## src/gaa_pkg.sv

```systemverilog
// Shared types and constants for the gas alarm annunciator.
`default_nettype none

package gaa_pkg;

   localparam int PERIOD_BITS    = 16;
   localparam int CSR_DATA_BITS  = 16;
   localparam int CSR_INDEX_BITS = 3;
   localparam int THR_MIN_BITS   = 10;
   localparam int CHANNELS       = 3;

   localparam int CH_AIR     = 0;
   localparam int CH_CO      = 1;
   localparam int CH_METHANE = 2;

   localparam int THRESHOLD_RESET   = 660;
   localparam int FAST_HALF_RESET   = 200;
   localparam int SLOW_HALF_RESET   = 1000;
   localparam int SHORT_BEEP_RESET  = 100;
   localparam int LONG_PAUSE_RESET  = 500;

   typedef enum logic [CSR_INDEX_BITS-1:0] {
      CSR_THRESHOLD_AIR     = 3'd0,
      CSR_THRESHOLD_CO      = 3'd1,
      CSR_THRESHOLD_METHANE = 3'd2,
      CSR_FAST_HALF_PERIOD  = 3'd3,
      CSR_SLOW_HALF_PERIOD  = 3'd4,
      CSR_SHORT_BEEP_TICKS  = 3'd5,
      CSR_LONG_PAUSE_TICKS  = 3'd6
   } csr_index_type;

   typedef enum logic [2:0] {
      CO_START = 3'd0,
      CO_BEEP1 = 3'd1,
      CO_GAP1  = 3'd2,
      CO_BEEP2 = 3'd3,
      CO_PAUSE = 3'd4
   } co_step_type;

endpackage

`default_nettype wire

```

## src/gaa_if.sv

```systemverilog
// Request and response channel interfaces of the gas alarm annunciator.
`default_nettype none

interface gaa_req_if #(
   parameter int SAMPLE_BITS = 10
);
   logic                   valid;
   logic                   ready;
   logic                   sample_valid;
   logic [SAMPLE_BITS-1:0] air_sample;
   logic [SAMPLE_BITS-1:0] co_sample;
   logic [SAMPLE_BITS-1:0] methane_sample;
   logic                   air_button;
   logic                   co_button;
   logic                   methane_button;

   modport source (
      output valid, sample_valid, air_sample, co_sample, methane_sample,
             air_button, co_button, methane_button,
      input  ready
   );
   modport sink (
      input  valid, sample_valid, air_sample, co_sample, methane_sample,
             air_button, co_button, methane_button,
      output ready
   );
endinterface

interface gaa_rsp_if;
   logic valid;
   logic ready;
   logic air_alarm;
   logic co_alarm;
   logic methane_alarm;
   logic air_enabled;
   logic co_enabled;
   logic methane_enabled;

   modport source (
      output valid, air_alarm, co_alarm, methane_alarm,
             air_enabled, co_enabled, methane_enabled,
      input  ready
   );
   modport sink (
      input  valid, air_alarm, co_alarm, methane_alarm,
             air_enabled, co_enabled, methane_enabled,
      output ready
   );
endinterface

`default_nettype wire

```

## src/gas_alarm_annunciator.sv

```systemverilog
// Gas alarm annunciator top level: button enables, thresholds and alarm patterns.
// Latency: a result is valid in the cycle after its tick item is accepted.
// Throughput: one item per cycle unless stalled; channel state registers double as result.
// A new item is accepted while the pending result is taken in the same cycle.
// Reset (synchronous, active high): all channels enabled, alarms low, readings and
// counters zero, thresholds 660, periods 200/1000, beep 100, pause 500.
`default_nettype none

module gas_alarm_annunciator
   import gaa_pkg::*;
#(
   parameter int SAMPLE_BITS = 10,
   parameter int TIMER_BITS  = 16
) (
   input  wire logic                      clock,
   input  wire logic                      reset,
   gaa_req_if.sink                        req_chan,
   gaa_rsp_if.source                      rsp_chan,
   input  wire logic                      csr_write,
   input  wire logic [CSR_INDEX_BITS-1:0] csr_index,
   input  wire logic [CSR_DATA_BITS-1:0]  csr_data
);

   localparam int THR_BITS = (SAMPLE_BITS > THR_MIN_BITS) ? SAMPLE_BITS : THR_MIN_BITS;
   localparam int CMP_BITS = (TIMER_BITS > PERIOD_BITS) ? TIMER_BITS : PERIOD_BITS;
   localparam logic [TIMER_BITS-1:0] TIMER_MAX = {TIMER_BITS{1'b1}};

   // configuration registers
   logic [THR_BITS-1:0]    thr_ff [CHANNELS];
   logic [PERIOD_BITS-1:0] fast_half_ff;
   logic [PERIOD_BITS-1:0] slow_half_ff;
   logic [PERIOD_BITS-1:0] short_beep_ff;
   logic [PERIOD_BITS-1:0] long_pause_ff;

   // channel state
   logic [SAMPLE_BITS-1:0] reading_ff  [CHANNELS];
   logic [SAMPLE_BITS-1:0] reading_in  [CHANNELS];
   logic [TIMER_BITS-1:0]  elapsed_ff  [CHANNELS];
   logic [TIMER_BITS-1:0]  elapsed_in  [CHANNELS];
   logic [TIMER_BITS-1:0]  elapsed_inc [CHANNELS];
   logic [CHANNELS-1:0]    enable_ff, enable_in;
   logic [CHANNELS-1:0]    button_ff, button_in;
   logic [CHANNELS-1:0]    alarm_ff, alarm_in;
   logic [CHANNELS-1:0]    alarm_pre;
   logic [CHANNELS-1:0]    press;
   logic [CHANNELS-1:0]    above;
   co_step_type            co_step_ff, co_step_in, co_step_pre;
   logic                   co_clear;
   logic                   co_alarm_in;
   logic                   rsp_valid_ff, rsp_valid_in;
   logic                   accept;

   logic [SAMPLE_BITS-1:0] sample_bus [CHANNELS];
   logic [CMP_BITS-1:0]    co_wait;

   assign accept         = req_chan.valid && req_chan.ready;
   assign req_chan.ready = !rsp_valid_ff || rsp_chan.ready;

   assign sample_bus[CH_AIR]     = req_chan.air_sample;
   assign sample_bus[CH_CO]      = req_chan.co_sample;
   assign sample_bus[CH_METHANE] = req_chan.methane_sample;

   assign button_in = {req_chan.methane_button, req_chan.co_button, req_chan.air_button};

   // buttons, sample capture and timer advance
   always_comb begin
      for (int i = 0; i < CHANNELS; i++) begin
         press[i]       = button_ff[i] && !button_in[i];
         enable_in[i]   = enable_ff[i] ^ press[i];
         alarm_pre[i]   = (press[i] && !enable_in[i]) ? 1'b0 : alarm_ff[i];
         reading_in[i]  = req_chan.sample_valid ? sample_bus[i] : reading_ff[i];
         elapsed_inc[i] = (elapsed_ff[i] == TIMER_MAX) ? elapsed_ff[i]
                                                        : elapsed_ff[i] + 1'b1;
         above[i]       = THR_BITS'(reading_in[i]) > thr_ff[i];
      end
      co_step_pre = (press[CH_CO] && !enable_in[CH_CO]) ? CO_START : co_step_ff;
   end

   // CO sequence next step
   always_comb begin
      co_step_in = co_step_pre;
      co_clear   = 1'b0;
      co_wait    = CMP_BITS'(short_beep_ff);
      if (co_step_pre == CO_PAUSE) begin
         co_wait = CMP_BITS'(long_pause_ff);
      end
      if (enable_in[CH_CO]) begin
         if (!above[CH_CO]) begin
            co_step_in = CO_START;
         end else begin
            unique case (co_step_pre)
               CO_BEEP1: begin
                  if (CMP_BITS'(elapsed_inc[CH_CO]) >= co_wait) begin
                     co_step_in = CO_GAP1;
                     co_clear   = 1'b1;
                  end
               end
               CO_GAP1: begin
                  if (CMP_BITS'(elapsed_inc[CH_CO]) >= co_wait) begin
                     co_step_in = CO_BEEP2;
                     co_clear   = 1'b1;
                  end
               end
               CO_BEEP2: begin
                  if (CMP_BITS'(elapsed_inc[CH_CO]) >= co_wait) begin
                     co_step_in = CO_PAUSE;
                     co_clear   = 1'b1;
                  end
               end
               CO_PAUSE: begin
                  if (CMP_BITS'(elapsed_inc[CH_CO]) >= co_wait) begin
                     co_step_in = CO_START;
                  end
               end
               default: begin
                  co_step_in = CO_BEEP1;
                  co_clear   = 1'b1;
               end
            endcase
         end
      end
   end

   // CO alarm drive
   always_comb begin
      co_alarm_in = alarm_pre[CH_CO];
      if (enable_in[CH_CO]) begin
         if (!above[CH_CO]) begin
            co_alarm_in = 1'b0;
         end else if (co_clear) begin
            co_alarm_in = (co_step_in == CO_BEEP1) || (co_step_in == CO_BEEP2);
         end
      end
   end

   // air and methane togglers, timer clears
   always_comb begin
      alarm_in   = alarm_pre;
      elapsed_in = elapsed_inc;
      if (enable_in[CH_AIR]) begin
         if (!above[CH_AIR]) begin
            alarm_in[CH_AIR] = 1'b0;
         end else if (CMP_BITS'(elapsed_inc[CH_AIR]) >= CMP_BITS'(fast_half_ff)) begin
            alarm_in[CH_AIR]   = !alarm_pre[CH_AIR];
            elapsed_in[CH_AIR] = '0;
         end
      end
      if (enable_in[CH_METHANE]) begin
         if (!above[CH_METHANE]) begin
            alarm_in[CH_METHANE] = 1'b0;
         end else if (CMP_BITS'(elapsed_inc[CH_METHANE]) >= CMP_BITS'(slow_half_ff)) begin
            alarm_in[CH_METHANE]   = !alarm_pre[CH_METHANE];
            elapsed_in[CH_METHANE] = '0;
         end
      end
      alarm_in[CH_CO] = co_alarm_in;
      if (co_clear) begin
         elapsed_in[CH_CO] = '0;
      end
   end

   always_comb begin
      rsp_valid_in = rsp_valid_ff;
      if (accept) begin
         rsp_valid_in = 1'b1;
      end else if (rsp_chan.ready) begin
         rsp_valid_in = 1'b0;
      end
   end

   always_ff @(posedge clock) begin
      if (reset) begin
         rsp_valid_ff <= 1'b0;
         enable_ff    <= '1;
         button_ff    <= '1;
         alarm_ff     <= '0;
         co_step_ff   <= CO_START;
         for (int i = 0; i < CHANNELS; i++) begin
            reading_ff[i] <= '0;
            elapsed_ff[i] <= '0;
         end
      end else begin
         rsp_valid_ff <= rsp_valid_in;
         if (accept) begin
            enable_ff  <= enable_in;
            button_ff  <= button_in;
            alarm_ff   <= alarm_in;
            co_step_ff <= co_step_in;
            reading_ff <= reading_in;
            elapsed_ff <= elapsed_in;
         end
      end
   end

   always_ff @(posedge clock) begin
      if (reset) begin
         for (int i = 0; i < CHANNELS; i++) begin
            thr_ff[i] <= THR_BITS'(THRESHOLD_RESET);
         end
         fast_half_ff  <= PERIOD_BITS'(FAST_HALF_RESET);
         slow_half_ff  <= PERIOD_BITS'(SLOW_HALF_RESET);
         short_beep_ff <= PERIOD_BITS'(SHORT_BEEP_RESET);
         long_pause_ff <= PERIOD_BITS'(LONG_PAUSE_RESET);
      end else if (csr_write) begin
         unique case (csr_index_type'(csr_index))
            CSR_THRESHOLD_AIR:     thr_ff[CH_AIR]     <= THR_BITS'(csr_data[SAMPLE_BITS-1:0]);
            CSR_THRESHOLD_CO:      thr_ff[CH_CO]      <= THR_BITS'(csr_data[SAMPLE_BITS-1:0]);
            CSR_THRESHOLD_METHANE: thr_ff[CH_METHANE] <= THR_BITS'(csr_data[SAMPLE_BITS-1:0]);
            CSR_FAST_HALF_PERIOD:  fast_half_ff       <= csr_data;
            CSR_SLOW_HALF_PERIOD:  slow_half_ff       <= csr_data;
            CSR_SHORT_BEEP_TICKS:  short_beep_ff      <= csr_data;
            CSR_LONG_PAUSE_TICKS:  long_pause_ff      <= csr_data;
            default: ;
         endcase
      end
   end

   assign rsp_chan.valid           = rsp_valid_ff;
   assign rsp_chan.air_alarm       = alarm_ff[CH_AIR];
   assign rsp_chan.co_alarm        = alarm_ff[CH_CO];
   assign rsp_chan.methane_alarm   = alarm_ff[CH_METHANE];
   assign rsp_chan.air_enabled     = enable_ff[CH_AIR];
   assign rsp_chan.co_enabled      = enable_ff[CH_CO];
   assign rsp_chan.methane_enabled = enable_ff[CH_METHANE];

   a_disabled_silent: assert property (@(posedge clock) disable iff (reset)
      (alarm_ff & ~enable_ff) == '0)
      else $error("alarm driven on a disabled channel");

   a_co_step_enabled: assert property (@(posedge clock) disable iff (reset)
      (co_step_ff != CO_START) |-> enable_ff[CH_CO])
      else $error("CO sequence running while CO disabled");

   a_accept_gives_result: assert property (@(posedge clock) disable iff (reset)
      accept |=> rsp_chan.valid)
      else $error("accepted item produced no result");

   a_stall_holds_state: assert property (@(posedge clock) disable iff (reset)
      (rsp_valid_ff && !rsp_chan.ready) |=> ($stable(alarm_ff) && $stable(enable_ff)))
      else $error("channel state changed while result stalled");

endmodule

`default_nettype wire
```

## src/flat_wrapper.sv

```systemverilog
// flat-port wrapper written by rule: the top's interface ports become plain ports
module gas_alarm_annunciator_flat import gaa_pkg::*;
#(
   parameter int SAMPLE_BITS = 10,
   parameter int TIMER_BITS  = 16
)
  (clock, reset, csr_write, csr_index, csr_data, req_chan_valid, req_chan_sample_valid, req_chan_air_sample, req_chan_co_sample, req_chan_methane_sample, req_chan_air_button, req_chan_co_button, req_chan_methane_button, req_chan_ready, rsp_chan_valid, rsp_chan_air_alarm, rsp_chan_co_alarm, rsp_chan_methane_alarm, rsp_chan_air_enabled, rsp_chan_co_enabled, rsp_chan_methane_enabled, rsp_chan_ready);
  gaa_req_if #(.SAMPLE_BITS(SAMPLE_BITS)) req_chan_i ();
  gaa_rsp_if rsp_chan_i ();
  input  wire logic clock;
  input  wire logic reset;
  input  wire logic csr_write;
  input  wire logic [CSR_INDEX_BITS-1:0] csr_index;
  input  wire logic [CSR_DATA_BITS-1:0] csr_data;
  input wire logic [$bits(req_chan_i.valid)-1:0] req_chan_valid;
  input wire logic [$bits(req_chan_i.sample_valid)-1:0] req_chan_sample_valid;
  input wire logic [$bits(req_chan_i.air_sample)-1:0] req_chan_air_sample;
  input wire logic [$bits(req_chan_i.co_sample)-1:0] req_chan_co_sample;
  input wire logic [$bits(req_chan_i.methane_sample)-1:0] req_chan_methane_sample;
  input wire logic [$bits(req_chan_i.air_button)-1:0] req_chan_air_button;
  input wire logic [$bits(req_chan_i.co_button)-1:0] req_chan_co_button;
  input wire logic [$bits(req_chan_i.methane_button)-1:0] req_chan_methane_button;
  output wire logic [$bits(req_chan_i.ready)-1:0] req_chan_ready;
  output wire logic [$bits(rsp_chan_i.valid)-1:0] rsp_chan_valid;
  output wire logic [$bits(rsp_chan_i.air_alarm)-1:0] rsp_chan_air_alarm;
  output wire logic [$bits(rsp_chan_i.co_alarm)-1:0] rsp_chan_co_alarm;
  output wire logic [$bits(rsp_chan_i.methane_alarm)-1:0] rsp_chan_methane_alarm;
  output wire logic [$bits(rsp_chan_i.air_enabled)-1:0] rsp_chan_air_enabled;
  output wire logic [$bits(rsp_chan_i.co_enabled)-1:0] rsp_chan_co_enabled;
  output wire logic [$bits(rsp_chan_i.methane_enabled)-1:0] rsp_chan_methane_enabled;
  input wire logic [$bits(rsp_chan_i.ready)-1:0] rsp_chan_ready;
  assign req_chan_i.valid = req_chan_valid;
  assign req_chan_i.sample_valid = req_chan_sample_valid;
  assign req_chan_i.air_sample = req_chan_air_sample;
  assign req_chan_i.co_sample = req_chan_co_sample;
  assign req_chan_i.methane_sample = req_chan_methane_sample;
  assign req_chan_i.air_button = req_chan_air_button;
  assign req_chan_i.co_button = req_chan_co_button;
  assign req_chan_i.methane_button = req_chan_methane_button;
  assign req_chan_ready = req_chan_i.ready;
  assign rsp_chan_valid = rsp_chan_i.valid;
  assign rsp_chan_air_alarm = rsp_chan_i.air_alarm;
  assign rsp_chan_co_alarm = rsp_chan_i.co_alarm;
  assign rsp_chan_methane_alarm = rsp_chan_i.methane_alarm;
  assign rsp_chan_air_enabled = rsp_chan_i.air_enabled;
  assign rsp_chan_co_enabled = rsp_chan_i.co_enabled;
  assign rsp_chan_methane_enabled = rsp_chan_i.methane_enabled;
  assign rsp_chan_i.ready = rsp_chan_ready;
  gas_alarm_annunciator #(.SAMPLE_BITS(SAMPLE_BITS), .TIMER_BITS(TIMER_BITS)) u_core (.clock(clock), .reset(reset), .req_chan(req_chan_i), .rsp_chan(rsp_chan_i), .csr_write(csr_write), .csr_index(csr_index), .csr_data(csr_data));
endmodule
```

## config.mk

```make
export PLATFORM = sky130hd
export DESIGN_NAME = gas_alarm_annunciator_flat
export DESIGN_NICKNAME = d
export VERILOG_FILES = /design/src/gaa_pkg.sv /design/src/gaa_if.sv /design/src/gas_alarm_annunciator.sv /design/src/flat_wrapper.sv
export SDC_FILE = /design/constraint.sdc
export NUM_CORES = 1
export LEC_CHECK = 0
export BUFFER_PORTS_ARGS = -buffer_cell sky130_fd_sc_hd__buf_2
export CAP_MARGIN = 40
export CORE_ASPECT_RATIO = 0.75
export CORE_MARGIN = 10
export CORE_UTILIZATION = 55
export CTS_BUF_LIST = sky130_fd_sc_hd__clkbuf_16
export DETAILED_ROUTE_END_ITERATION = 16
export HOLD_SLACK_MARGIN = 0.06
export PLACE_DENSITY_LB_ADDON = 0.25
export SYNTH_ARGS = -nofsm -noshare
export SYNTH_HDL_FRONTEND = slang
export SYNTH_SLANG_ARGS = --single-unit
```

## constraint.sdc

```tcl
create_clock -name clock -period 4.32 [get_ports clock]
set_clock_uncertainty 0.2 [all_clocks]
set_input_delay 0.432 -clock clock [delete_from_list [all_inputs] [get_ports clock]]
set_output_delay 0.432 -clock clock [all_outputs]
set_load 0.01 [all_outputs]
```

==> impl_summary.log <==
[metrics] synthesis-to-layout area growth: 12.4%
[metrics] largest net degree at the start of global routing: 78
[metrics] relative slew slack: 40.1%
[metrics] worst hold slack: 89.6 ps
[metrics] cell row count: 43
[metrics] top_reg_cell synth: dfxtp_1
[metrics] port buffer count: 65
[metrics] IO Count: 66
[metrics] Synth area leaders: dfxtp_1 (30%), ha_1 (10%), nand2_1 (9.2%), edfxtp_1 (8.8%), a21oi_1 (5.5%)
[metrics] highest cell delay on the worst timing path: 560 ps
[metrics] Post-layout nets: 1,403
[metrics] FMAX: 241 MHz
[metrics] critical path data arrival time: 4330 ps
[metrics] # fillers: 1,587
[metrics] Design Area, Final: 11,500 µm²
[metrics] cell occurring most often along the worst timing path: ha_1
[metrics] number of CTS-inserted buffers: 17
[metrics] net count after synthesis: 1,342
[metrics] maximum capacitance violations: 0
[metrics] worst ir drop on vdd: 265 µV
[metrics] number of cells traversed by the worst hold path: 3
[metrics] Post-Syn Area per Cell: 8.50 µm²
[metrics] clock insertion delay at the later pin of the skew report: 450 ps
[metrics] clk sinks: 185
[metrics] GR Util met2: 32.5%
[metrics] count of vias placed by the detailed router: 8,861
[metrics] Clock Pin Slew Worst Setup and Hold Paths: 70 ps
[metrics] maximum level of the CTS H-tree: 4
[metrics] kind of path behind the tightest hold check: input port to flop
[metrics] actual slew at the worst max-slew pin: 898 ps
[metrics] Antenna Nets Post-Route: 0
[metrics] vertical die dimension: 138 µm
[metrics] register area share after synthesis: 39.2%
[metrics] standard cell with the maximum stage delay on the critical path: or4_1
[metrics] effective utilization at floorplan: 55.6%
[metrics] post-synthesis sequential element count: 185
[metrics] drt drc: 0
[metrics] diodes inserted: 0
[metrics] data required time of the worst path: 4490 ps
[metrics] Leak: 0.00486 µW
[metrics] largest fanout of any net on the critical path: 12
[metrics] final hold violation count: 0
[metrics] register-to-register setup slack: 160 ps
[metrics] origin of the worst setup path: u_core.elapsed_ff[17]
[metrics] placement-stage worst setup slack: 68.6 ps
[metrics] post-synth top area share: 30.4%
[metrics] share of flip-flops with an asynchronous set or reset after synthesis: 0%
[metrics] average wire length per cell after detail routing: 17.4 µm
[metrics] post-detailed-routing wire length: 26,500 µm
[metrics] Area after DPL: 10,800 µm²
[metrics] number of antenna violations at the first check in global routing: 0
[metrics] number of warnings reported in the yosys synthesis log: 0
[metrics] initial detailed-routing violation count: 743
[metrics] horizontal extent of the die: 177 µm
[metrics] busiest metal layer after global routing: met2
[metrics] netlist area before placement: 10,200 µm²
[metrics] total negative slack: 0 ps
[metrics] Final GP Congestion: 0.880
[metrics] overall global routing resource usage: 21.6%
[metrics] number of global-route vias before repair: 8,157
[metrics] largest buffer count on any clock path: 2
[metrics] Critical Path End Type: flop
[metrics] via-per-instance ratio: 5.83
[metrics] top cell types by occurrence after synthesis: nand2_1 (249), dfxtp_1 (155), a21oi_1 (113)
[metrics] final core area utilization: 62.5%
[metrics] buffer type at the clock tree root: clkbuf_16
[metrics] power per standard cell area: 329 nW/µm²
[metrics] endpoint of the worst-slack reg-to-reg timing path: u_core.elapsed_ff[23]
[metrics] GR met3 Demand/Resource: 4.22%
[metrics] category of the most critical setup path: flop to flop
[metrics] length of the first detailed-routing pass in iterations: 5
[metrics] final setup violating endpoints: 0
[metrics] GRT met1 Usage: 31.0%
[metrics] startpoint of the worst hold path: csr_data[14]
[metrics] critical register-to-register path startpoint: u_core.elapsed_ff[17]
[metrics] Synth cell types: 65
[metrics] top cell type by total area after synthesis: dfxtp_1
[metrics] worst path setup slack after routing: 163 ps
[metrics] status: complete, no violations
[metrics] worst min-delay path endpoint: u_core.short_beep_ff[14]
[metrics] gate count of the mapped netlist: 1,200
[metrics] Die ar.: 24,500 µm²
[metrics] final period utilization: 96.2%
[metrics] count of flip-flops with a built-in enable after synthesis: 30
[metrics] CTS tree: built
[metrics] Critical path buffers and inverters: 3
[metrics] most repeated cell in the gate-level netlist after synthesis: nand2_1
[metrics] share of layout cells above drive strength 1: 14.1%
[metrics] Post-DP HPWL: 19,000 µm
[metrics] Final Max Tran Viols: 0
[metrics] GRT overflow: 0
[metrics] worst path cell trace: ha_1 > inv_1 > or4_1 > or3_4 > mux2_4 > ha_1 > a2111o_1 > a31oi_1 > o32ai_2 > o2111ai_2 > buf_6 > buf_4 > nand4_1 > mux2i_1
[metrics] CP top delay family: simple AND/OR/NAND/NOR gates
[metrics] final critical delay including setup and external delays: 4160 ps
[metrics] global-route wire length before repair: 42,400 µm
[metrics] Register-to-Register Path Depth: 14
[metrics] core region area: 18,300 µm²
[metrics] launching element type of the critical path: flop
## worst max path at each step
stage                     slack (ps)  cells past startpoint               endpoint
after CTS                         20                     13  u_core.elapsed_ff[26]
after global routing             -20                     17  u_core.elapsed_ff[23]
final                            160                     14  u_core.elapsed_ff[23]
after floorplan                  250                     14  u_core.elapsed_ff[23]
after detailed placement          70                     13  u_core.elapsed_ff[26]
after global placement           210                     13  u_core.elapsed_ff[30]
## logic make-up after synthesis
kind of cell | Yosys count | synth area share [%]
flops | 185 | 39.2
fa+ha+maj | 84 | 10.3
xor+xnor | 29 | 2.49
mux | 59 | 6.25
compound gates | 248 | 15.2
buf+inv | 127 | 4.86
simple gates | 468 | 21.6
## worst reg2reg max path, cell delays in order, from the launching register on
cell       delay, ps
dfxtp_1          390
ha_1             190
inv_1             70
or4_1            560
or3_4            440
mux2_4           340
ha_1             300
a2111o_1         370
a31oi_1          260
o32ai_2          130
o2111ai_2        270
buf_6            180
buf_4            140
nand4_1          100
mux2i_1          150
## cell type report
type,instances,area (µm²),area share [%]
clock buffer,17,425,3.71
multi-input combinational,889,5760,50.2
sequential,185,4000,34.9
clock inverter,15,116,1.01
tap,247,309,2.70
inverter,71,267,2.32
timing repair buffer,97,586,5.11
## where the power goes
part / switching, µW / internal [µW]
clock: 731 / 746
sequential: 30.8 / 1810
combinational: 273 / 177
total: 1030 / 2740
## metal layers
layer | up-vias | part of all wire [%]
met3 | 19 | 6.9
met4 | 0 | 0.86
li1 | 4350 | -
met5 | - | 0
met1 | 4187 | 49
met2 | 305 | 44
## cells in the final DEF, fill, tap and decap left out, types with 14 or more instances in the layout
cell type,count
nor2b_1,15
a31oi_1,16
clkbuf_16,17
o21ai_0,32
buf_2,64
mux2i_1,24
ha_1,84
dfxtp_1,155
nand4_1,21
nor3_1,16
inv_1,71
xnor2_1,24
nand3_1,47
mux2_2,34
and3_1,18
nor2_1,34
edfxtp_1,30
nand2b_1,14
nand2_1,248
a21oi_1,113
buf_4,27
## sequential cells by signal, indices dropped and copies added (netlist names)
name and flops:
u_core.fast_half_ff 16, u_core.short_beep_ff 16, u_core.enable_ff 3, u_core.long_pause_ff 16
u_core.co_step_ff 3, u_core.button_ff 3, u_core.rsp_chan.valid 1, u_core.reading_ff 30
u_core.elapsed_ff 48, u_core.thr_ff 30, u_core.slow_half_ff 16, u_core.alarm_ff 3
## what timing repair did
action	CTS	global route
endpoints found under the setup margin	0	29
gates resized for setup	0	9
endpoints found under the hold margin	4	0
setup buffers	0	2
hold buffers	4	0
## per-stage QoR
step	cells	total power [µW]
6_report	1521	3770
5_1_grt	1521	3910
4_1_cts	1518	3770
3_5_place_dp	1482	2320
3_3_place_gp	1481	2300
2_1_floorplan	1200	2170
Note: power is estimated with default switching activity, not from simulation.
